**src/response_ratio_job_scheduler_defines.svh**
```systemverilog
// Assertion macros shared by the scheduler modules.
`ifndef RESPONSE_RATIO_JOB_SCHEDULER_DEFINES_SVH
`define RESPONSE_RATIO_JOB_SCHEDULER_DEFINES_SVH

// Same-cycle implication, off during reset.
`define RRS_ASSERT_NOW(lbl, clk, rst, ante, cons) \
   lbl: assert property (@(posedge clk) disable iff (rst) (ante) |-> (cons)) \
      else $error("scheduler assertion failed");

// Next-cycle implication, off during reset.
`define RRS_ASSERT_NEXT(lbl, clk, rst, ante, cons) \
   lbl: assert property (@(posedge clk) disable iff (rst) (ante) |=> (cons)) \
      else $error("scheduler assertion failed");

`endif

```
**src/rrs_pkg.sv**
```systemverilog
`timescale 1ns / 1ps
// ----------------------------------------------------------------------------
// rrs_pkg
// Shared codes, fixed field widths and controller/datapath interface types.
// ----------------------------------------------------------------------------
package rrs_pkg;

   localparam int OUT_ID_BITS = 8;
   localparam int OUT_BURST_BITS = 16;
   localparam int WAIT_BITS = 16;
   localparam int TIME_BITS = 32;
   localparam int TAT_BITS = 17;
   localparam int PRIO_BITS = 17;
   localparam int IN_ID_BITS = 8;
   localparam int IN_BURST_BITS = 16;

   localparam logic [WAIT_BITS-1:0] WAIT_MAX = '1;
   localparam logic [TAT_BITS-1:0] TAT_MAX = '1;

   localparam logic ACT_ARRIVE = 1'b0;
   localparam logic ACT_TICK = 1'b1;

   localparam logic [1:0] ST_ACCEPTED = 2'd0;
   localparam logic [1:0] ST_FULL = 2'd1;
   localparam logic [1:0] ST_ZERO_BURST = 2'd2;
   localparam logic [1:0] ST_TICK_DONE = 2'd3;

   typedef struct packed {
      logic arrive;      // enter a job and load its response
      logic quiet_tick;  // tick with nothing ready or running
      logic sort_en;     // one odd-even transposition pass
      logic sort_odd;    // pass pairs (1,2),(3,4)... when set
      logic exec;        // dispatch, serve, age, load response
   } cmd_type;

   typedef struct packed {
      logic busy;        // table not empty or slot occupied
   } sts_type;

endpackage

```
**src/rrs_ctrl.sv**
```systemverilog
`timescale 1ns / 1ps
// ----------------------------------------------------------------------------
// rrs_ctrl
// Sequencer: accepts transactions, steps the sort passes, owns response valid.
// ----------------------------------------------------------------------------
`include "response_ratio_job_scheduler_defines.svh"
module rrs_ctrl #(
   parameter int ENTRIES = 16
) (
   input  logic             clock,
   input  logic             reset,
   input  logic             req_tvalid,
   output logic             req_tready,
   input  logic             req_action,
   output logic             rsp_tvalid,
   input  logic             rsp_tready,
   input  rrs_pkg::sts_type sts,
   output rrs_pkg::cmd_type cmd
);
   import rrs_pkg::*;

   localparam int PASS_BITS = (ENTRIES > 2) ? $clog2(ENTRIES) : 1;

   localparam logic [1:0] S_IDLE = 2'd0;
   localparam logic [1:0] S_SORT = 2'd1;
   localparam logic [1:0] S_EXEC = 2'd2;

   logic [1:0]           state_ff, state_in;
   logic [PASS_BITS-1:0] pass_ff, pass_in;
   logic                 out_valid_ff, out_valid_in;
   logic                 out_free;
   logic                 accept;
   logic                 load;

   assign out_free   = !out_valid_ff || rsp_tready;
   assign req_tready = (state_ff == S_IDLE) && out_free;
   assign accept     = req_tvalid && req_tready;
   assign rsp_tvalid = out_valid_ff;

   always_comb begin
      state_in = state_ff;
      pass_in  = pass_ff;
      cmd      = '0;
      unique case (state_ff)
         S_IDLE: begin
            if (accept) begin
               if (req_action == ACT_ARRIVE) begin
                  cmd.arrive = 1'b1;
               end else if (!sts.busy) begin
                  cmd.quiet_tick = 1'b1;
               end else begin
                  state_in = S_SORT;
                  pass_in  = '0;
               end
            end
         end
         S_SORT: begin
            cmd.sort_en  = 1'b1;
            cmd.sort_odd = pass_ff[0];
            pass_in      = pass_ff + 1'b1;
            if (pass_ff == PASS_BITS'(ENTRIES - 1)) begin
               state_in = S_EXEC;
            end
         end
         S_EXEC: begin
            if (out_free) begin
               cmd.exec = 1'b1;
               state_in = S_IDLE;
            end
         end
         default: begin
            state_in = S_IDLE;
         end
      endcase
   end

   assign load = cmd.arrive || cmd.quiet_tick || cmd.exec;

   always_comb begin
      out_valid_in = out_valid_ff;
      if (load) begin
         out_valid_in = 1'b1;
      end else if (rsp_tready) begin
         out_valid_in = 1'b0;
      end
   end

   always_ff @(posedge clock) begin
      if (reset) begin
         state_ff     <= S_IDLE;
         pass_ff      <= '0;
         out_valid_ff <= 1'b0;
      end else begin
         state_ff     <= state_in;
         pass_ff      <= pass_in;
         out_valid_ff <= out_valid_in;
      end
   end

   `RRS_ASSERT_NEXT(a_busy_tick_sorts, clock, reset, accept && req_action == ACT_TICK && sts.busy, state_ff == S_SORT)
   `RRS_ASSERT_NOW(a_load_needs_room, clock, reset, load, out_free)

endmodule

```
**config.mk**
```make
export PLATFORM = sky130hd
export DESIGN_NAME = rrs_ctrl
export DESIGN_NICKNAME = d
export VERILOG_FILES = /design/src/rrs_pkg.sv /design/src/rrs_ctrl.sv
export VERILOG_INCLUDE_DIRS = /design/src /design/src/src
export SDC_FILE = /design/constraint.sdc
export NUM_CORES = 1
export LEC_CHECK = 0
export BUFFER_PORTS_ARGS = -buffer_cell sky130_fd_sc_hd__buf_2
export CORE_AREA = 2 2 39 41
export DETAILED_ROUTE_END_ITERATION = 7
export DIE_AREA = 0 0 41 43
export GPL_ROUTABILITY_DRIVEN = 0
export SKIP_CTS_REPAIR_TIMING = 1
export SLEW_MARGIN = 20
export SYNTH_ARGS = -nofsm -noshare
export SYNTH_HDL_FRONTEND = slang
export SYNTH_SLANG_ARGS = --single-unit
```
**constraint.sdc**
```tcl
create_clock -name clock -period 1.1 [get_ports clock]
set_input_delay 0.165 -clock clock [delete_from_list [all_inputs] [get_ports clock]]
set_output_delay 0.165 -clock clock [all_outputs]
set_load 0.1 [all_outputs]
```
==> flow_summary.toml <==
[yosys]
syn_inst = 47
synth-xor-area-share_pct = 0
synth_area_um2 = 398
synth_top_cell_area_share_pct = 35.2
post_synth_num_cell_types = 26
syn-num-nets = 54
synth_fa_ha_area_share_pct = 3.14
syn_avg_cell_area_um2 = 8.47
synthMuxAreaShare_pct = 0
synth_top_family_by_area = "simple AND/OR/NAND/NOR gates"
synth_compound_area_share_pct = 18.2
ys_seq_elements = 7
synth.area.top_cells = "dfxtp_1 (35%), nand3b_1 (5.7%), o211ai_1 (5.7%), nor2_1 (3.8%), nand2b_4 (3.5%)"
synth_simple_gate_area_share_pct = 38.4
yosysTopAreaCell = "dfxtp_1"
yosysWarnings = 0
seq_area_frac_synth_pct = 35.2

[final_layout]
fin_util_pct = 60.0
syn_to_final_growth_pct = 109
layout_common_cells = "buf_4 (13), buf_12 (7), buf_2 (5)"
diodes = 0
final_common_cell = "buf_4"
finalNonFillerCells = 94
nets = 86
drive_gt1_share_pct = 60.3
nFillCells = 116

[power_and_ir_drop]
p_leak_nw = 0.338
p_int_uw = 511
power_uw = 769
p_per_area_nw_per_um2 = 926
vdd_ir_drop_max_mv = 0.620
sequentialPowerShare_pct = 34.7
p_comb_share_pct = 34.8
p_sw_share_pct = 33.6
p_clk_share_pct = 30.5
p_sw_uw = 259

[global_routing]
antenna_found_initial = 0
gr-total-overflow = 0
grt_max_degree = 11
grt_pass1_wl_um = 1680
track_usage_pct = 14.5
grt_pass1_vias = 422

[timing]
tns_ns = -2.05
setup_viol_count_final = 11
timing.final.ws_setup_ns = -0.351
finalHoldViolCount = 0
max_freq_mhz = 689
final_max_slew_viol_count = 0
max_slew.worst_pin.slew_ns = 0.314
final.period_utilization_pct = 132
max_slew_margin_pct = 79.0
rsz0062_at_grt = "yes"
worst_clock_skew_ns = 0.00532
min_period_ns = 1.45

[worst_setup_path]
cp-end-kind = "primary output"
worstSetupStartpointType = "flip-flop"
worstPathRequired_ns = 0.94
crit_end = "cmd[4]"
r2r-start = "rsp_tvalid"
critPathMaxFanout = 6
reg2reg_depth = 5
worstReg2RegEnd = "pass_ff[2]"
r2r_slack_ns = -0.11
crit_arrival_ns = 1.29
criticalPathCategory = "flip-flop to primary output"
critPathLaunch = "rsp_tvalid"

[clocking]
insertion_delay_ns = 0.25
clock_path_buffers = 2
clk_pin_slew_ns = 0.05
cts_tree = "done"
cts_buffers = 3
clock_sinks = 7
cts_root_buf = "clkbuf_4"
htreeDepth = 1

[drt]
viasPerCell = 4.93
avgRoutedWirePerCell_um = 11.2
num_vias = 463
first_pass_iters = 4
drc = 0
postRouteAntennaNets = 0
wl_um = 1050
drtIter0Drc = 24

[placed_design]
numPortBuffers = 12
place_inst = 83
hpwl_um = 787

[status]
violations = "negative setup slack"
run_status = "complete, but fails checks"

[hold_path]
hold_class = "input pin to flip-flop"

[die]
die_width_um = 41
start_util_pct = 28.8
num_rows = 14
die_y_um = 43
boundaryPins = 13
core_um2 = 1380
die-area_um2 = 1760

[flow_run]
drv_cap = 0
cell usage after synthesis (all sizes together):
master,n
a2bb2oi,1
nand2,2
o211a,1
nor2b,2
nand3b,3
a31oi,2
a21oi,1
nor4,2
o21ai,1
dfxtp,7
nand4,1
buf,2
nor3,1
nor3b,1
nor2,4
nand4b,1
nand2b,3
o211ai,3
a311oi,1
ha,1
inv,2
nand3,2
or3,2
and2,1
worst max-delay path, cell delays in order (launching register included):
cell and delay (ns):
dfxtp_4 0.35, nor2b_4 0.17, nor4_4 0.30, buf_12 0.21
worst min-delay path by stage:
| stage | startpoint | to | slack, ns | depth (start not counted) |
|---|---|---|---|---|
| CTS | reset | rsp_tvalid | 0.17 | 2 |
| global placement | reset | state_ff[1] | 0.43 | 2 |
| floorplan | reset | rsp_tvalid | 0.23 | 1 |
| detailed placement | reset | state_ff[1] | 0.43 | 2 |
| global route | reset | pass_ff[1] | 0.19 | 2 |
| finish | reset | rsp_tvalid | 0.17 | 2 |
through the flow:
step / hold slack [ns] / setup slack, ns / instance area [um^2]
2_1_floorplan: 0.228 / -0.884 / 487
3_3_place_gp: 0.430 / -0.114 / 724
3_5_place_dp: 0.429 / -0.121 / 724
4_1_cts: 0.173 / -0.392 / 751
5_1_grt: 0.189 / -0.396 / 831
6_report: 0.171 / -0.351 / 831
cells by family (layout without fill, tap and decap cells):
family,Yosys count,after routing
AOI/OAI and AO/OA,10,10
buffers and inverters,4,35
adders and majority gates,1,1
and+or+nand+nor,25,25
DFF,7,7
state kept, by name (all words and copies together), names as in the netlist:
register	count
pass_ff	4
state_ff	2
rsp_tvalid	1
final cells by class:
cell class | instances | area [um^2] | area share [%]
sequential | 7 | 150 | 18.1
timing repair buffer | 29 | 308 | 37.0
inverter | 2 | 11.3 | 1.36
tap | 16 | 20.0 | 2.41
multi-input combinational | 36 | 315 | 38.0
clock buffer | 4 | 26.3 | 3.16
metal layers:
layer / up-vias / share of wire, % / global-route usage, %
met2: 18 / 48 / 19.4
met1: 205 / 45 / 17.8
met3: 2 / 5.9 / 7.85
li1: 238 / - / -
met5: - / 0 / 0
met4: 0 / 1.0 / 8.00
power groups by stage:
stage               combinational [mW]  sequential, mW  clock [mW]
detailed placement               0.241           0.271           0
CTS                              0.242           0.265       0.243
floorplan                        0.134           0.287           0
finish                           0.268           0.267       0.235
global placement                 0.239           0.270           0
global route                     0.281           0.267       0.258
No activity file was read; power rests on OpenSTA's default activity.
